$ cat config.mk
export PLATFORM = sky130hd
export DESIGN_NAME = rumble_motor_pattern_controller_flat
export DESIGN_NICKNAME = d
export VERILOG_FILES = /design/src/rmpc_pkg.sv /design/src/rmpc_if.sv /design/src/rmpc_mod.sv /design/src/rmpc_cube.sv /design/src/rmpc_ctrl.sv /design/src/rmpc_dp.sv /design/src/rumble_motor_pattern_controller.sv /design/src/flat_wrapper.sv
export SDC_FILE = /design/constraint.sdc
export NUM_CORES = 1
export LEC_CHECK = 0
export ABC_AREA = 1
export CAP_MARGIN = 10
export CELL_PAD_IN_SITES_DETAIL_PLACEMENT = 0
export CELL_PAD_IN_SITES_GLOBAL_PLACEMENT = 1
export CORE_UTILIZATION = 53
export DETAILED_ROUTE_END_ITERATION = 12
export DONT_BUFFER_PORTS = 1
export MAX_ROUTING_LAYER = met4
export PLACE_DENSITY = 0.95
export SLEW_MARGIN = 10
export SYNTH_ARGS = -nofsm -noshare
export SYNTH_HDL_FRONTEND = slang
export SYNTH_HIERARCHICAL = 1
export SYNTH_SLANG_ARGS = --single-unit
$ cat constraint.sdc
create_clock -name clk_i -period 24.1 [get_ports clk_i]
set_clock_uncertainty 0.2 [all_clocks]
set_input_delay 2.41 -clock clk_i [delete_from_list [all_inputs] [get_ports clk_i]]
set_output_delay 2.41 -clock clk_i [all_outputs]
set_load 0.05 [all_outputs]
$ cat src/rmpc_pkg.sv
// ----------------------------------------------------------------------------
// rmpc_pkg - rumble motor pattern controller package
// Field widths, command codes, effect kinds, tuning constants and the
// control/status bundles shared by the controller and the datapath.
// ----------------------------------------------------------------------------
package rmpc_pkg;

  // item field widths
  localparam int MODE_W  = 3;
  localparam int DUR_W   = 15;
  localparam int STR_W   = 8;
  localparam int DEC_W   = 8;
  localparam int LVL_W   = 3;
  localparam int FRAME_W = 32;

  // internal widths
  localparam int KIND_W = 2;
  localparam int ACC_W  = 16;
  localparam int LEAD_W = 3;
  localparam int HOLD_W = 3;
  localparam int PER_W  = 3;
  localparam int SQ_W   = 2 * STR_W;
  localparam int CUBE_W = 3 * STR_W;

  // frame remainder is taken one byte per cycle, MSB first
  localparam int DIGIT_W    = 8;
  localparam int NUM_DIGITS = FRAME_W / DIGIT_W;
  localparam int DCNT_W     = (NUM_DIGITS > 1) ? $clog2(NUM_DIGITS) : 1;

  localparam int QUEUE_DEPTH_DEF = 3;

  // configuration port
  localparam int APB_AW = 3;
  localparam int APB_DW = 32;
  localparam logic [APB_AW-3:0] REG_ENABLE_IDX = '0;
  localparam logic ENABLE_RST = 1'b1;

  // pattern constants
  localparam int LEAD_TICKS     = 4;
  localparam int ACC_THRESH     = 'h100;
  localparam int CUBE_SHIFT     = 9;
  localparam int CUBE_BIAS      = 4;
  localparam int SOLID_THRESH   = 70;
  localparam int HOLD_ON_MIN    = 5;
  localparam int HOLD_PULSE_MIN = 2;
  localparam int HOLD_RESTART   = 7;
  localparam int HOLD_FLOOR     = 4;
  localparam int PERIOD_RESTART = 7;
  localparam int BUZZ_HOLD      = 4;
  localparam int BUZZ_PERIOD    = 4;
  localparam int LEVEL_MAX      = 4;
  localparam int PERIOD_BASE    = 5;

  typedef enum logic [MODE_W-1:0] {
    MODE_TICK       = 3'd0,
    MODE_QUEUE      = 3'd1,
    MODE_SET_DECAY  = 3'd2,
    MODE_RESET_HOLD = 3'd3,
    MODE_HOLD_LEVEL = 3'd4,
    MODE_BUZZ       = 3'd5,
    MODE_CANCEL     = 3'd6,
    MODE_STATUS     = 3'd7
  } mode_e;

  typedef enum logic [KIND_W-1:0] {
    KIND_NONE    = 2'd0,
    KIND_SOLID   = 2'd1,
    KIND_DENSITY = 2'd2
  } kind_e;

  typedef enum logic [1:0] {
    ST_IDLE,
    ST_CALC,
    ST_COMMIT
  } state_e;

  typedef struct packed {
    logic in_valid;
    logic in_tick;
    logic calc_busy;
    logic out_free;
  } rmpc_status_t;

  typedef struct packed {
    logic in_ready;
    logic commit;
  } rmpc_cmd_t;

endpackage

$ cat src/rmpc_if.sv
// ----------------------------------------------------------------------------
// rmpc_if - item channels
// Valid/ready channels for command items and result items.
// ----------------------------------------------------------------------------
interface rmpc_in_if import rmpc_pkg::*; ();
  logic               valid;
  logic               ready;
  logic [MODE_W-1:0]  mode;
  logic [DUR_W-1:0]   duration;
  logic [STR_W-1:0]   strength;
  logic [DEC_W-1:0]   decay;
  logic [LVL_W-1:0]   level;
  logic [FRAME_W-1:0] frame_count;

  modport source (
    output valid, mode, duration, strength, decay, level, frame_count,
    input  ready
  );
  modport sink (
    input  valid, mode, duration, strength, decay, level, frame_count,
    output ready
  );
endinterface

interface rmpc_out_if;
  logic valid;
  logic ready;
  logic motor_on;
  logic motor_changed;
  logic idle;

  modport source (
    output valid, motor_on, motor_changed, idle,
    input  ready
  );
  modport sink (
    input  valid, motor_on, motor_changed, idle,
    output ready
  );
endinterface

$ cat src/rmpc_mod.sv
// ----------------------------------------------------------------------------
// rmpc_mod - frame counter remainder unit
// Reduces the frame counter modulo the pulse period, one byte per cycle.
// ----------------------------------------------------------------------------
module rmpc_mod import rmpc_pkg::*; (
  input  logic               clk_i,
  input  logic               rst_ni,
  input  logic               start_i,
  input  logic [FRAME_W-1:0] frame_i,
  input  logic [PER_W-1:0]   period_i,
  output logic               busy_o,
  output logic [PER_W-1:0]   rem_o
);

  localparam int XW = PER_W + DIGIT_W;

  logic [FRAME_W-1:0] shift_q, shift_d;
  logic [PER_W-1:0]   rem_q, rem_d;
  logic [DCNT_W-1:0]  cnt_q, cnt_d;
  logic               busy_q, busy_d;
  logic [XW-1:0]      x;
  logic [XW-1:0]      sub;

  // restoring reduction of {rem, next byte}; rem < period keeps it in range
  always_comb begin
    x = {rem_q, shift_q[FRAME_W-1 -: DIGIT_W]};
    for (int k = DIGIT_W - 1; k >= 0; k--) begin
      sub = XW'(period_i) << k;
      if (x >= sub) begin
        x = x - sub;
      end
    end
  end

  always_comb begin
    shift_d = shift_q;
    rem_d   = rem_q;
    cnt_d   = cnt_q;
    busy_d  = busy_q;
    if (start_i) begin
      shift_d = frame_i;
      rem_d   = '0;
      cnt_d   = '0;
      busy_d  = 1'b1;
    end else if (busy_q) begin
      shift_d = shift_q << DIGIT_W;
      rem_d   = x[PER_W-1:0];
      cnt_d   = cnt_q + 1'b1;
      if (cnt_q == DCNT_W'(NUM_DIGITS - 1)) begin
        busy_d = 1'b0;
      end
    end
  end

  always_ff @(posedge clk_i or negedge rst_ni) begin
    if (!rst_ni) begin
      busy_q <= 1'b0;
      cnt_q  <= '0;
    end else begin
      busy_q <= busy_d;
      cnt_q  <= cnt_d;
    end
  end

  always_ff @(posedge clk_i) begin
    shift_q <= shift_d;
    rem_q   <= rem_d;
  end

  assign busy_o = busy_q;
  assign rem_o  = rem_q;

  a_start_busy: assert property (@(posedge clk_i) disable iff (!rst_ni)
    start_i |=> busy_q && cnt_q == '0)
    else $error("remainder unit did not start");

  a_rem_range: assert property (@(posedge clk_i) disable iff (!rst_ni)
    busy_q && !start_i && cnt_q == DCNT_W'(NUM_DIGITS - 1) && period_i != '0
      && $stable(period_i) |=> rem_q < period_i)
    else $error("remainder not below period");

endmodule

$ cat src/rmpc_cube.sv
// ----------------------------------------------------------------------------
// rmpc_cube - density step unit
// Two-stage strength cube; gives cube / 512 + 4 for the density accumulator.
// ----------------------------------------------------------------------------
module rmpc_cube import rmpc_pkg::*; (
  input  logic             clk_i,
  input  logic             en_i,
  input  logic [STR_W-1:0] s_i,
  output logic [ACC_W-1:0] add_o
);

  logic [SQ_W-1:0]   sq_q;
  logic [STR_W-1:0]  s_q;
  logic [CUBE_W-1:0] cube_q;

  always_ff @(posedge clk_i) begin
    if (en_i) begin
      sq_q   <= SQ_W'(s_i) * SQ_W'(s_i);
      s_q    <= s_i;
      cube_q <= CUBE_W'(sq_q) * CUBE_W'(s_q);
    end
  end

  assign add_o = ACC_W'(cube_q[CUBE_W-1:CUBE_SHIFT]) + ACC_W'(CUBE_BIAS);

endmodule

$ cat src/rmpc_ctrl.sv
// ----------------------------------------------------------------------------
// rmpc_ctrl - sequencer
// Takes one item at a time, waits for the arithmetic of a tick, then
// commits the new state once the result register is free.
// ----------------------------------------------------------------------------
module rmpc_ctrl import rmpc_pkg::*; (
  input  logic         clk_i,
  input  logic         rst_ni,
  input  rmpc_status_t st_i,
  output rmpc_cmd_t    cmd_o
);

  state_e state_q, state_d;

  always_comb begin
    state_d = state_q;
    case (state_q)
      ST_IDLE: begin
        if (st_i.in_valid) begin
          state_d = st_i.in_tick ? ST_CALC : ST_COMMIT;
        end
      end
      ST_CALC: begin
        if (!st_i.calc_busy) begin
          state_d = ST_COMMIT;
        end
      end
      ST_COMMIT: begin
        if (st_i.out_free) begin
          state_d = ST_IDLE;
        end
      end
      default: state_d = ST_IDLE;
    endcase
  end

  always_comb begin
    cmd_o = '0;
    case (state_q)
      ST_IDLE:   cmd_o.in_ready = 1'b1;
      ST_CALC:   cmd_o = '0;
      ST_COMMIT: cmd_o.commit = st_i.out_free;
      default:   cmd_o = '0;
    endcase
  end

  always_ff @(posedge clk_i or negedge rst_ni) begin
    if (!rst_ni) begin
      state_q <= ST_IDLE;
    end else begin
      state_q <= state_d;
    end
  end

endmodule

$ cat src/rmpc_dp.sv
// ----------------------------------------------------------------------------
// rmpc_dp - pattern datapath
// Effect queue, active effect, phase counters, density accumulator and
// result register; applies one item to the state on commit.
// ----------------------------------------------------------------------------
module rmpc_dp import rmpc_pkg::*; #(
  parameter int QUEUE_DEPTH = QUEUE_DEPTH_DEF
) (
  input  logic          clk_i,
  input  logic          rst_ni,
  input  logic          enable_i,
  rmpc_in_if.sink       in_i,
  rmpc_out_if.source    out_o,
  input  rmpc_cmd_t     cmd_i,
  output rmpc_status_t  st_o
);

  localparam int LAST = QUEUE_DEPTH - 1;

  // queue
  kind_e            kind_q [QUEUE_DEPTH];
  kind_e            kind_d [QUEUE_DEPTH];
  logic [STR_W-1:0] sstr_q [QUEUE_DEPTH];
  logic [STR_W-1:0] sstr_d [QUEUE_DEPTH];
  logic [DUR_W-1:0] sdur_q [QUEUE_DEPTH];
  logic [DUR_W-1:0] sdur_d [QUEUE_DEPTH];
  logic [DEC_W-1:0] sdec_q [QUEUE_DEPTH];
  logic [DEC_W-1:0] sdec_d [QUEUE_DEPTH];

  // active effect and counters
  kind_e             akind_q, akind_d;
  logic [STR_W-1:0]  astr_q, astr_d;
  logic [DEC_W-1:0]  adec_q, adec_d;
  logic [DUR_W-1:0]  rem_q, rem_d;
  logic [ACC_W-1:0]  acc_q, acc_d;
  logic [LEAD_W-1:0] lead_q, lead_d;
  logic [HOLD_W-1:0] hold_q, hold_d;
  logic [PER_W-1:0]  per_q, per_d;
  logic              motor_q, motor_d;

  // latched item
  mode_e             m_q;
  logic [DUR_W-1:0]  dur_q;
  logic [STR_W-1:0]  str_q;
  logic [DEC_W-1:0]  dec_q;
  logic [LVL_W-1:0]  lvl_q;

  // result register
  logic out_valid_q;
  logic changed_q, changed_d;
  logic idle_q, idle_d;

  logic              accept;
  logic              calc_busy;
  logic [PER_W-1:0]  frame_rem;
  logic [ACC_W-1:0]  cube_add;
  logic [STR_W-1:0]  str_decayed;
  logic [HOLD_W-1:0] hold_rst;
  logic              on;
  logic              any_slot;
  logic [DUR_W:0]    busy_sum;

  assign accept = in_i.valid & cmd_i.in_ready;
  assign in_i.ready = cmd_i.in_ready;

  assign st_o.in_valid  = in_i.valid;
  assign st_o.in_tick   = (in_i.mode == MODE_TICK);
  assign st_o.calc_busy = calc_busy;
  assign st_o.out_free  = !out_valid_q || out_o.ready;

  assign str_decayed = (astr_q > adec_q) ? (astr_q - adec_q) : '0;

  // only ticks use the remainder, so the period holds still while it runs
  rmpc_mod u_mod (
    .clk_i    (clk_i),
    .rst_ni   (rst_ni),
    .start_i  (accept && (in_i.mode == MODE_TICK)),
    .frame_i  (in_i.frame_count),
    .period_i (per_q),
    .busy_o   (calc_busy),
    .rem_o    (frame_rem)
  );

  // strength and decay only change on commit, so the cube is ready in time
  rmpc_cube u_cube (
    .clk_i (clk_i),
    .en_i  (calc_busy),
    .s_i   (str_decayed),
    .add_o (cube_add)
  );

  // hold restart: zero becomes the full hold, then a floor is applied
  always_comb begin
    hold_rst = (hold_q == '0) ? HOLD_W'(HOLD_RESTART) : hold_q;
    if (hold_rst < HOLD_W'(HOLD_FLOOR)) begin
      hold_rst = HOLD_W'(HOLD_FLOOR);
    end
  end

  always_comb begin
    kind_d  = kind_q;
    sstr_d  = sstr_q;
    sdur_d  = sdur_q;
    sdec_d  = sdec_q;
    akind_d = akind_q;
    astr_d  = astr_q;
    adec_d  = adec_q;
    rem_d   = rem_q;
    acc_d   = acc_q;
    lead_d  = lead_q;
    hold_d  = hold_q;
    per_d   = per_q;
    motor_d = motor_q;
    on      = 1'b0;

    case (m_q)
      MODE_TICK: begin
        if (kind_q[0] != KIND_NONE) begin
          acc_d   = '0;
          lead_d  = LEAD_W'(LEAD_TICKS);
          akind_d = kind_q[0];
          rem_d   = sdur_q[0];
          astr_d  = sstr_q[0];
          adec_d  = sdec_q[0];
        end
        for (int i = 0; i < LAST; i++) begin
          kind_d[i] = kind_q[i+1];
          sstr_d[i] = sstr_q[i+1];
          sdur_d[i] = sdur_q[i+1];
          sdec_d[i] = sdec_q[i+1];
        end
        kind_d[LAST] = KIND_NONE;

        // a fresh load sets lead, so the timed phase only sees the old effect
        if (lead_d != '0) begin
          lead_d = lead_d - 1'b1;
          on     = 1'b1;
        end else if (rem_q != '0) begin
          rem_d  = rem_q - 1'b1;
          astr_d = str_decayed;
          if (akind_q == KIND_SOLID) begin
            on = 1'b1;
          end else if (acc_q >= ACC_W'(ACC_THRESH)) begin
            acc_d = acc_q - ACC_W'(ACC_THRESH);
            on    = 1'b1;
          end else begin
            acc_d = acc_q + cube_add;
          end
        end else begin
          if (hold_q >= HOLD_W'(HOLD_ON_MIN)) begin
            on = 1'b1;
          end else if (hold_q >= HOLD_W'(HOLD_PULSE_MIN) && per_q != '0
                       && frame_rem == '0) begin
            on = 1'b1;
          end
        end
        if (hold_q != '0) begin
          hold_d = hold_q - 1'b1;
        end
        motor_d = on & enable_i;
      end
      MODE_QUEUE: begin
        if (enable_i) begin
          kind_d[LAST] = (str_q > STR_W'(SOLID_THRESH)) ? KIND_SOLID : KIND_DENSITY;
          sstr_d[LAST] = str_q;
          sdur_d[LAST] = dur_q;
          sdec_d[LAST] = '0;
        end
      end
      MODE_SET_DECAY: begin
        sdec_d[LAST] = dec_q;
      end
      MODE_RESET_HOLD: begin
        if (enable_i) begin
          hold_d = hold_rst;
          per_d  = PER_W'(PERIOD_RESTART);
        end
      end
      MODE_HOLD_LEVEL: begin
        if (enable_i) begin
          hold_d = hold_rst;
          if (lvl_q <= LVL_W'(LEVEL_MAX)) begin
            per_d = PER_W'(PERIOD_BASE) - PER_W'(lvl_q);
          end
        end
      end
      MODE_BUZZ: begin
        if (enable_i) begin
          hold_d = HOLD_W'(BUZZ_HOLD);
          per_d  = PER_W'(BUZZ_PERIOD);
        end
      end
      MODE_CANCEL: begin
        motor_d = 1'b0;
        for (int i = 0; i < QUEUE_DEPTH; i++) begin
          kind_d[i] = KIND_NONE;
        end
        rem_d  = '0;
        hold_d = '0;
      end
      default: begin
        motor_d = motor_q;
      end
    endcase
  end

  always_comb begin
    any_slot = 1'b0;
    for (int i = 0; i < QUEUE_DEPTH; i++) begin
      if (kind_d[i] != KIND_NONE) begin
        any_slot = 1'b1;
      end
    end
    busy_sum  = (DUR_W+1)'(lead_d) + (DUR_W+1)'(rem_d);
    idle_d    = (busy_sum < (DUR_W+1)'(LEAD_TICKS)) && !any_slot;
    changed_d = motor_d != motor_q;
  end

  always_ff @(posedge clk_i or negedge rst_ni) begin
    if (!rst_ni) begin
      for (int i = 0; i < QUEUE_DEPTH; i++) begin
        kind_q[i] <= KIND_NONE;
        sstr_q[i] <= '0;
        sdur_q[i] <= '0;
        sdec_q[i] <= '0;
      end
      akind_q     <= KIND_NONE;
      astr_q      <= '0;
      adec_q      <= '0;
      rem_q       <= '0;
      acc_q       <= '0;
      lead_q      <= '0;
      hold_q      <= '0;
      per_q       <= '0;
      motor_q     <= 1'b0;
      out_valid_q <= 1'b0;
    end else begin
      if (cmd_i.commit) begin
        kind_q  <= kind_d;
        sstr_q  <= sstr_d;
        sdur_q  <= sdur_d;
        sdec_q  <= sdec_d;
        akind_q <= akind_d;
        astr_q  <= astr_d;
        adec_q  <= adec_d;
        rem_q   <= rem_d;
        acc_q   <= acc_d;
        lead_q  <= lead_d;
        hold_q  <= hold_d;
        per_q   <= per_d;
        motor_q <= motor_d;
      end
      if (cmd_i.commit) begin
        out_valid_q <= 1'b1;
      end else if (out_o.ready) begin
        out_valid_q <= 1'b0;
      end
    end
  end

  always_ff @(posedge clk_i) begin
    if (accept) begin
      m_q   <= mode_e'(in_i.mode);
      dur_q <= in_i.duration;
      str_q <= in_i.strength;
      dec_q <= in_i.decay;
      lvl_q <= in_i.level;
    end
    if (cmd_i.commit) begin
      changed_q <= changed_d;
      idle_q    <= idle_d;
    end
  end

  assign out_o.valid         = out_valid_q;
  assign out_o.motor_on      = motor_q;
  assign out_o.motor_changed = changed_q;
  assign out_o.idle          = idle_q;

  a_cancel: assert property (@(posedge clk_i) disable iff (!rst_ni)
    cmd_i.commit && m_q == MODE_CANCEL |=> !motor_q && rem_q == '0 && hold_q == '0)
    else $error("cancel left the motor or timers running");

  a_lead_range: assert property (@(posedge clk_i) disable iff (!rst_ni)
    lead_q <= LEAD_W'(LEAD_TICKS))
    else $error("lead counter out of range");

  a_motor_only_tick: assert property (@(posedge clk_i) disable iff (!rst_ni)
    cmd_i.commit && m_q != MODE_TICK && m_q != MODE_CANCEL |=> $stable(motor_q))
    else $error("motor changed on a non-tick command");

endmodule

$ cat src/rumble_motor_pattern_controller.sv
// ----------------------------------------------------------------------------
// rumble_motor_pattern_controller - vibration motor pattern generator
// Queues rumble effects and decides the motor drive once per tick item.
//
//   channel  dir  handshake        payload
//   in_i     in   valid/ready      mode, duration, strength, decay, level,
//                                  frame_count
//   out_o    out  valid/ready      motor_on, motor_changed, idle
//   apb      in   psel/penable     rumble_enable at byte address 0
//
// One item is worked at a time. For a tick the controller waits in CALC while
// the frame counter is reduced modulo the pulse period one byte per cycle and
// the strength cube runs alongside; other commands go from IDLE to COMMIT.
// One result per item; the result register lets the next item in while a
// result waits, and a commit waits while the previous result is still held.
// Reset is asynchronous; latched item, result flags and math regs are not reset.
// ----------------------------------------------------------------------------
module rumble_motor_pattern_controller import rmpc_pkg::*; #(
  parameter int QUEUE_DEPTH = QUEUE_DEPTH_DEF
) (
  input  logic              clk_i,
  input  logic              rst_ni,
  rmpc_in_if.sink           in_i,
  rmpc_out_if.source        out_o,
  input  logic              psel,
  input  logic              penable,
  input  logic              pwrite,
  input  logic [APB_AW-1:0] paddr,
  input  logic [APB_DW-1:0] pwdata,
  output logic [APB_DW-1:0] prdata,
  output logic              pready
);

  rmpc_status_t st;
  rmpc_cmd_t    cmd;
  logic         enable_q;
  logic         sel_enable;

  assign sel_enable = (paddr[APB_AW-1:2] == REG_ENABLE_IDX);
  assign pready     = 1'b1;
  assign prdata     = sel_enable ? APB_DW'(enable_q) : '0;

  always_ff @(posedge clk_i or negedge rst_ni) begin
    if (!rst_ni) begin
      enable_q <= ENABLE_RST;
    end else if (psel && penable && pwrite && sel_enable) begin
      enable_q <= pwdata[0];
    end
  end

  rmpc_ctrl u_ctrl (
    .clk_i  (clk_i),
    .rst_ni (rst_ni),
    .st_i   (st),
    .cmd_o  (cmd)
  );

  rmpc_dp #(
    .QUEUE_DEPTH (QUEUE_DEPTH)
  ) u_dp (
    .clk_i    (clk_i),
    .rst_ni   (rst_ni),
    .enable_i (enable_q),
    .in_i     (in_i),
    .out_o    (out_o),
    .cmd_i    (cmd),
    .st_o     (st)
  );

endmodule
$ cat src/flat_wrapper.sv
// flat-port wrapper written by rule: the top's interface ports become plain ports
module rumble_motor_pattern_controller_flat import rmpc_pkg::*;
#(
  parameter int QUEUE_DEPTH = QUEUE_DEPTH_DEF
)
  (clk_i, rst_ni, psel, penable, pwrite, paddr, pwdata, prdata, pready, in_i_valid, in_i_mode, in_i_duration, in_i_strength, in_i_decay, in_i_level, in_i_frame_count, in_i_ready, out_o_valid, out_o_motor_on, out_o_motor_changed, out_o_idle, out_o_ready);
  rmpc_in_if in_i_i ();
  rmpc_out_if out_o_i ();
  input  logic clk_i;
  input  logic rst_ni;
  input  logic psel;
  input  logic penable;
  input  logic pwrite;
  input  logic [APB_AW-1:0] paddr;
  input  logic [APB_DW-1:0] pwdata;
  output logic [APB_DW-1:0] prdata;
  output logic pready;
  input wire logic [$bits(in_i_i.valid)-1:0] in_i_valid;
  input wire logic [$bits(in_i_i.mode)-1:0] in_i_mode;
  input wire logic [$bits(in_i_i.duration)-1:0] in_i_duration;
  input wire logic [$bits(in_i_i.strength)-1:0] in_i_strength;
  input wire logic [$bits(in_i_i.decay)-1:0] in_i_decay;
  input wire logic [$bits(in_i_i.level)-1:0] in_i_level;
  input wire logic [$bits(in_i_i.frame_count)-1:0] in_i_frame_count;
  output wire logic [$bits(in_i_i.ready)-1:0] in_i_ready;
  output wire logic [$bits(out_o_i.valid)-1:0] out_o_valid;
  output wire logic [$bits(out_o_i.motor_on)-1:0] out_o_motor_on;
  output wire logic [$bits(out_o_i.motor_changed)-1:0] out_o_motor_changed;
  output wire logic [$bits(out_o_i.idle)-1:0] out_o_idle;
  input wire logic [$bits(out_o_i.ready)-1:0] out_o_ready;
  assign in_i_i.valid = in_i_valid;
  assign in_i_i.mode = in_i_mode;
  assign in_i_i.duration = in_i_duration;
  assign in_i_i.strength = in_i_strength;
  assign in_i_i.decay = in_i_decay;
  assign in_i_i.level = in_i_level;
  assign in_i_i.frame_count = in_i_frame_count;
  assign in_i_ready = in_i_i.ready;
  assign out_o_valid = out_o_i.valid;
  assign out_o_motor_on = out_o_i.motor_on;
  assign out_o_motor_changed = out_o_i.motor_changed;
  assign out_o_idle = out_o_i.idle;
  assign out_o_i.ready = out_o_ready;
  rumble_motor_pattern_controller #(.QUEUE_DEPTH(QUEUE_DEPTH)) u_core (.clk_i(clk_i), .rst_ni(rst_ni), .in_i(in_i_i), .out_o(out_o_i), .psel(psel), .penable(penable), .pwrite(pwrite), .paddr(paddr), .pwdata(pwdata), .prdata(prdata), .pready(pready));
endmodule
==> flow_metrics.tcl <==
set metrics [dict create \
    cts_resized 0 \
    grt_pass1_wl_um 79400 \
    synth-seq-area-share_pct 33.6 \
    relSlewSlack_pct 22.1 \
    grt_pass1_vias 17400 \
    via_count 17000 \
    final_common_cell "nand2_1" \
    crit_path_end_kind "register" \
    wl_met1_um 20700 \
    max_freq_mhz 81.2 \
    drtAntennaViolNets 0 \
    worst-setup-path-type "register to register" \
    cts_setup_buffers 0 \
    ys.flop_type "dfrtp_1" \
    syn-instance-count 2811 \
    place_ws_ns 11.80 \
    crit_path_max_fanout 16 \
    drtPass1Iterations 5 \
    cts_buffers 28 \
    cts_root_buf "clkbuf_16" \
    crit_required_ns 24.42 \
    slew_viol_final 0 \
    tightest_slew_ns 1.17 \
    top_layer "met4" \
    cp.buffers_inverters 8 \
    initialDrtViolationCount 1018 \
    final.fill_count 3702 \
    yosys_register_bits 276 \
    clk_pin_slew_ns 0.06 \
    layout_common_cells "nand2_1, inv_1, dfrtp_1" \
    drc 0 \
    grt_usage_pct 23.1 \
    wirelength_um 45200 \
    synth_warnings 6 \
    die_x_um 206 \
    setup_ws_ns 11.79 \
    cpLargestDelayFamily "compound AO/OA/AOI/OAI gates" \
    route.met2.wl_um 22100 \
    slowest_stage "dfrtp_1" \
    viasPerCell 5.10 \
    place_hpwl_um 34100 \
    status "completed" \
    clock_latency_ns 0.57 \
    die-height_um 206 \
    postCtsHoldBufs 0 \
    setup_violations 0 \
    critPathMostFrequentCell "nand2_1" \
    critPathLaunchType "register" \
    ys_async_sr_fraction_pct 59.8 \
    syn_area_sq_mm 0.0221 \
    period_share_pct 51.1 \
    slowest_delay_ns 0.69 \
    wire_per_inst_um 13.6 \
    rsz0062_at_grt "false" \
    htree_levels 1 \
    portBuffers 0 \
    drive_gt1_share_pct 8.31 \
    io_pins 149 \
    dieArea_sq_mm 0.0425 \
    grt_max_degree 166 \
    coreArea_sq_mm 0.0410 \
    tns_ns 0 \
    synth-edff-count 108 \
    syn_to_final_growth_pct 5.56 \
    utilization_pct 56.9 \
    place_congestion 0.863 \
    syn_avg_cell_area_sq_um 7.87 \
    cts_buffer_depth 3 \
    antenna_found_initial 1 \
    dr_wl_met3_um 1610 \
    clock_sinks 276 \
    arrival_ns 12.63 \
    min_path_type "register to register" \
    drv_cap 0 \
    multiInputGateArea_sq_mm 0.0122 \
    cts_tree "built" \
    fp-row-count 74 \
    num-nets-final 3127 \
    yosysUniqueCellTypes 58 \
    hold_violations 0 \
    grt.overflow.total 0 \
    initial_core_util_pct 53.9 \
    period_minus_slack_ns 12.31 \
    ff_latch_area_sq_mm 0.00743 \
]
[Yosys cell counts (all sizes together), types with 3 or more instances]
| master | n | area [sq um] |
|---|---|---|
| a21o | 3 | 22.5 |
| nand3b | 7 | 52.6 |
| o32ai | 3 | 26.3 |
| buf | 51 | 373 |
| o21bai | 8 | 60.1 |
| ha | 133 | 1660 |
| inv | 525 | 1970 |
| nor3 | 23 | 125 |
| o211ai | 7 | 52.6 |
| a31oi | 5 | 31.3 |
| clkbuf | 62 | 233 |
| o21a | 5 | 37.5 |
| a22oi | 3 | 27.5 |
| or2 | 3 | 18.8 |
| conb | 4 | 15.0 |
| nand3 | 149 | 893 |
| dfxtp | 3 | 60.1 |
| xnor2 | 22 | 193 |
| dfrtp | 164 | 4100 |
| o21ai | 151 | 771 |
| nor4 | 4 | 25.0 |
| nand4 | 31 | 194 |
| nor2 | 145 | 737 |
| a32o | 3 | 30.0 |
| fa | 114 | 2280 |
| xor2 | 41 | 359 |
| edfxtp | 108 | 3240 |
| a21oi | 87 | 462 |
| mux2 | 22 | 248 |
| o22ai | 21 | 131 |
| nand2 | 892 | 3560 |
[cell type report]
class | instances | area share [%]
Multi-Input combinational cell | 1928 | 52.4
Sequential cell | 276 | 31.9
Inverter | 525 | 8.45
Clock buffer | 37 | 3.46
Tap cell | 532 | 2.85
Clock inverter | 15 | 0.665
Timing Repair Buffer | 10 | 0.322
Antenna cell | 1 | 0.0107
[metrics by stage]
stage / area [sq um] / hold slack (ns) / std cells
after floorplan: 22200 / 0.237 / 2842
after global placement: 22400 / 0.251 / 3271
after detailed placement: 22400 / 0.255 / 3271
after CTS: 23300 / 0.271 / 3323
after global routing: 23300 / 0.293 / 3324
final: 23300 / 0.265 / 3324
[path summary, 6_finish.rpt]
| path | slack (ns) | endpoint | start | depth (start not counted) |
|---|---|---|---|---|
| hold / removal | 0.26 | u_core/u_dp/sstr_q[21]$_DFFE_PN0P_ | u_core/u_dp/sstr_q[21]$_DFFE_PN0P_ | 2 |
| max in group asynchronous | 22.07 | u_core/u_dp/u_mod/busy_o$_DFF_PN0_ | rst_ni | 0 |
| min in group asynchronous | 1.33 | u_core/u_dp/sdur_q[6]$_DFFE_PN0P_ | rst_ni | 0 |
| setup reg to reg | 11.79 | u_core/u_dp/u_mod/rem_o[2]$_SDFFE_PP0P_ | u_core/u_dp/per_q[1]$_DFFE_PN0P_ | 67 |
| hold reg to reg | 0.26 | u_core/u_dp/sstr_q[21]$_DFFE_PN0P_ | u_core/u_dp/sstr_q[21]$_DFFE_PN0P_ | 2 |
| setup / recovery | 11.79 | u_core/u_dp/u_mod/rem_o[2]$_SDFFE_PP0P_ | u_core/u_dp/per_q[1]$_DFFE_PN0P_ | 67 |
[state kept, by name, summed over array words and instances (netlist names), 6 cells and up]
signal and count:
u_core/u_dp/adec_q 8, u_core/u_dp/u_mod/shift_q 32, u_core/u_dp/astr_q 8, u_core/u_dp/sstr_q 24, u_core/u_dp/u_cube/cube_q 15, u_core/u_dp/acc_q 16
u_core/u_dp/u_cube/sq_q 15, u_core/u_dp/str_q 8, u_core/u_dp/dec_q 8, u_core/u_dp/sdur_q 45, u_core/u_dp/kind_q 6, u_core/u_dp/dur_q 15
u_core/u_dp/sdec_q 24, u_core/u_dp/rem_q 15, u_core/u_dp/u_cube/s_q 7
[cells by family after synthesis]
group	after synthesis	synth area share, %
AND/OR/NAND/NOR	1259	25.5
flip-flops	276	33.6
XOR/XNOR	63	2.50
multiplexers	22	1.12
buffers and inverters	638	11.7
other	4	0.0679
adder cells (fa/ha/maj)	247	17.8
AO/OA/AOI/OAI	302	7.69
[tightest hold or removal path, delay by kind of cell, from the launching register on]
family | cells | cell delay (ns)
DFF | 1 | 0.34
and+or+nand+nor | 2 | 0.10
[metal layers]
metal	vias up	GRT usage, %
met5	-	-
met4	0	5.70
met3	59	2.33
met2	290	39.2
met1	7985	29.8
li1	8628	-
Power is not shown: default switching activity piles up to over one toggle a cycle in this logic, so the estimate is an artifact.
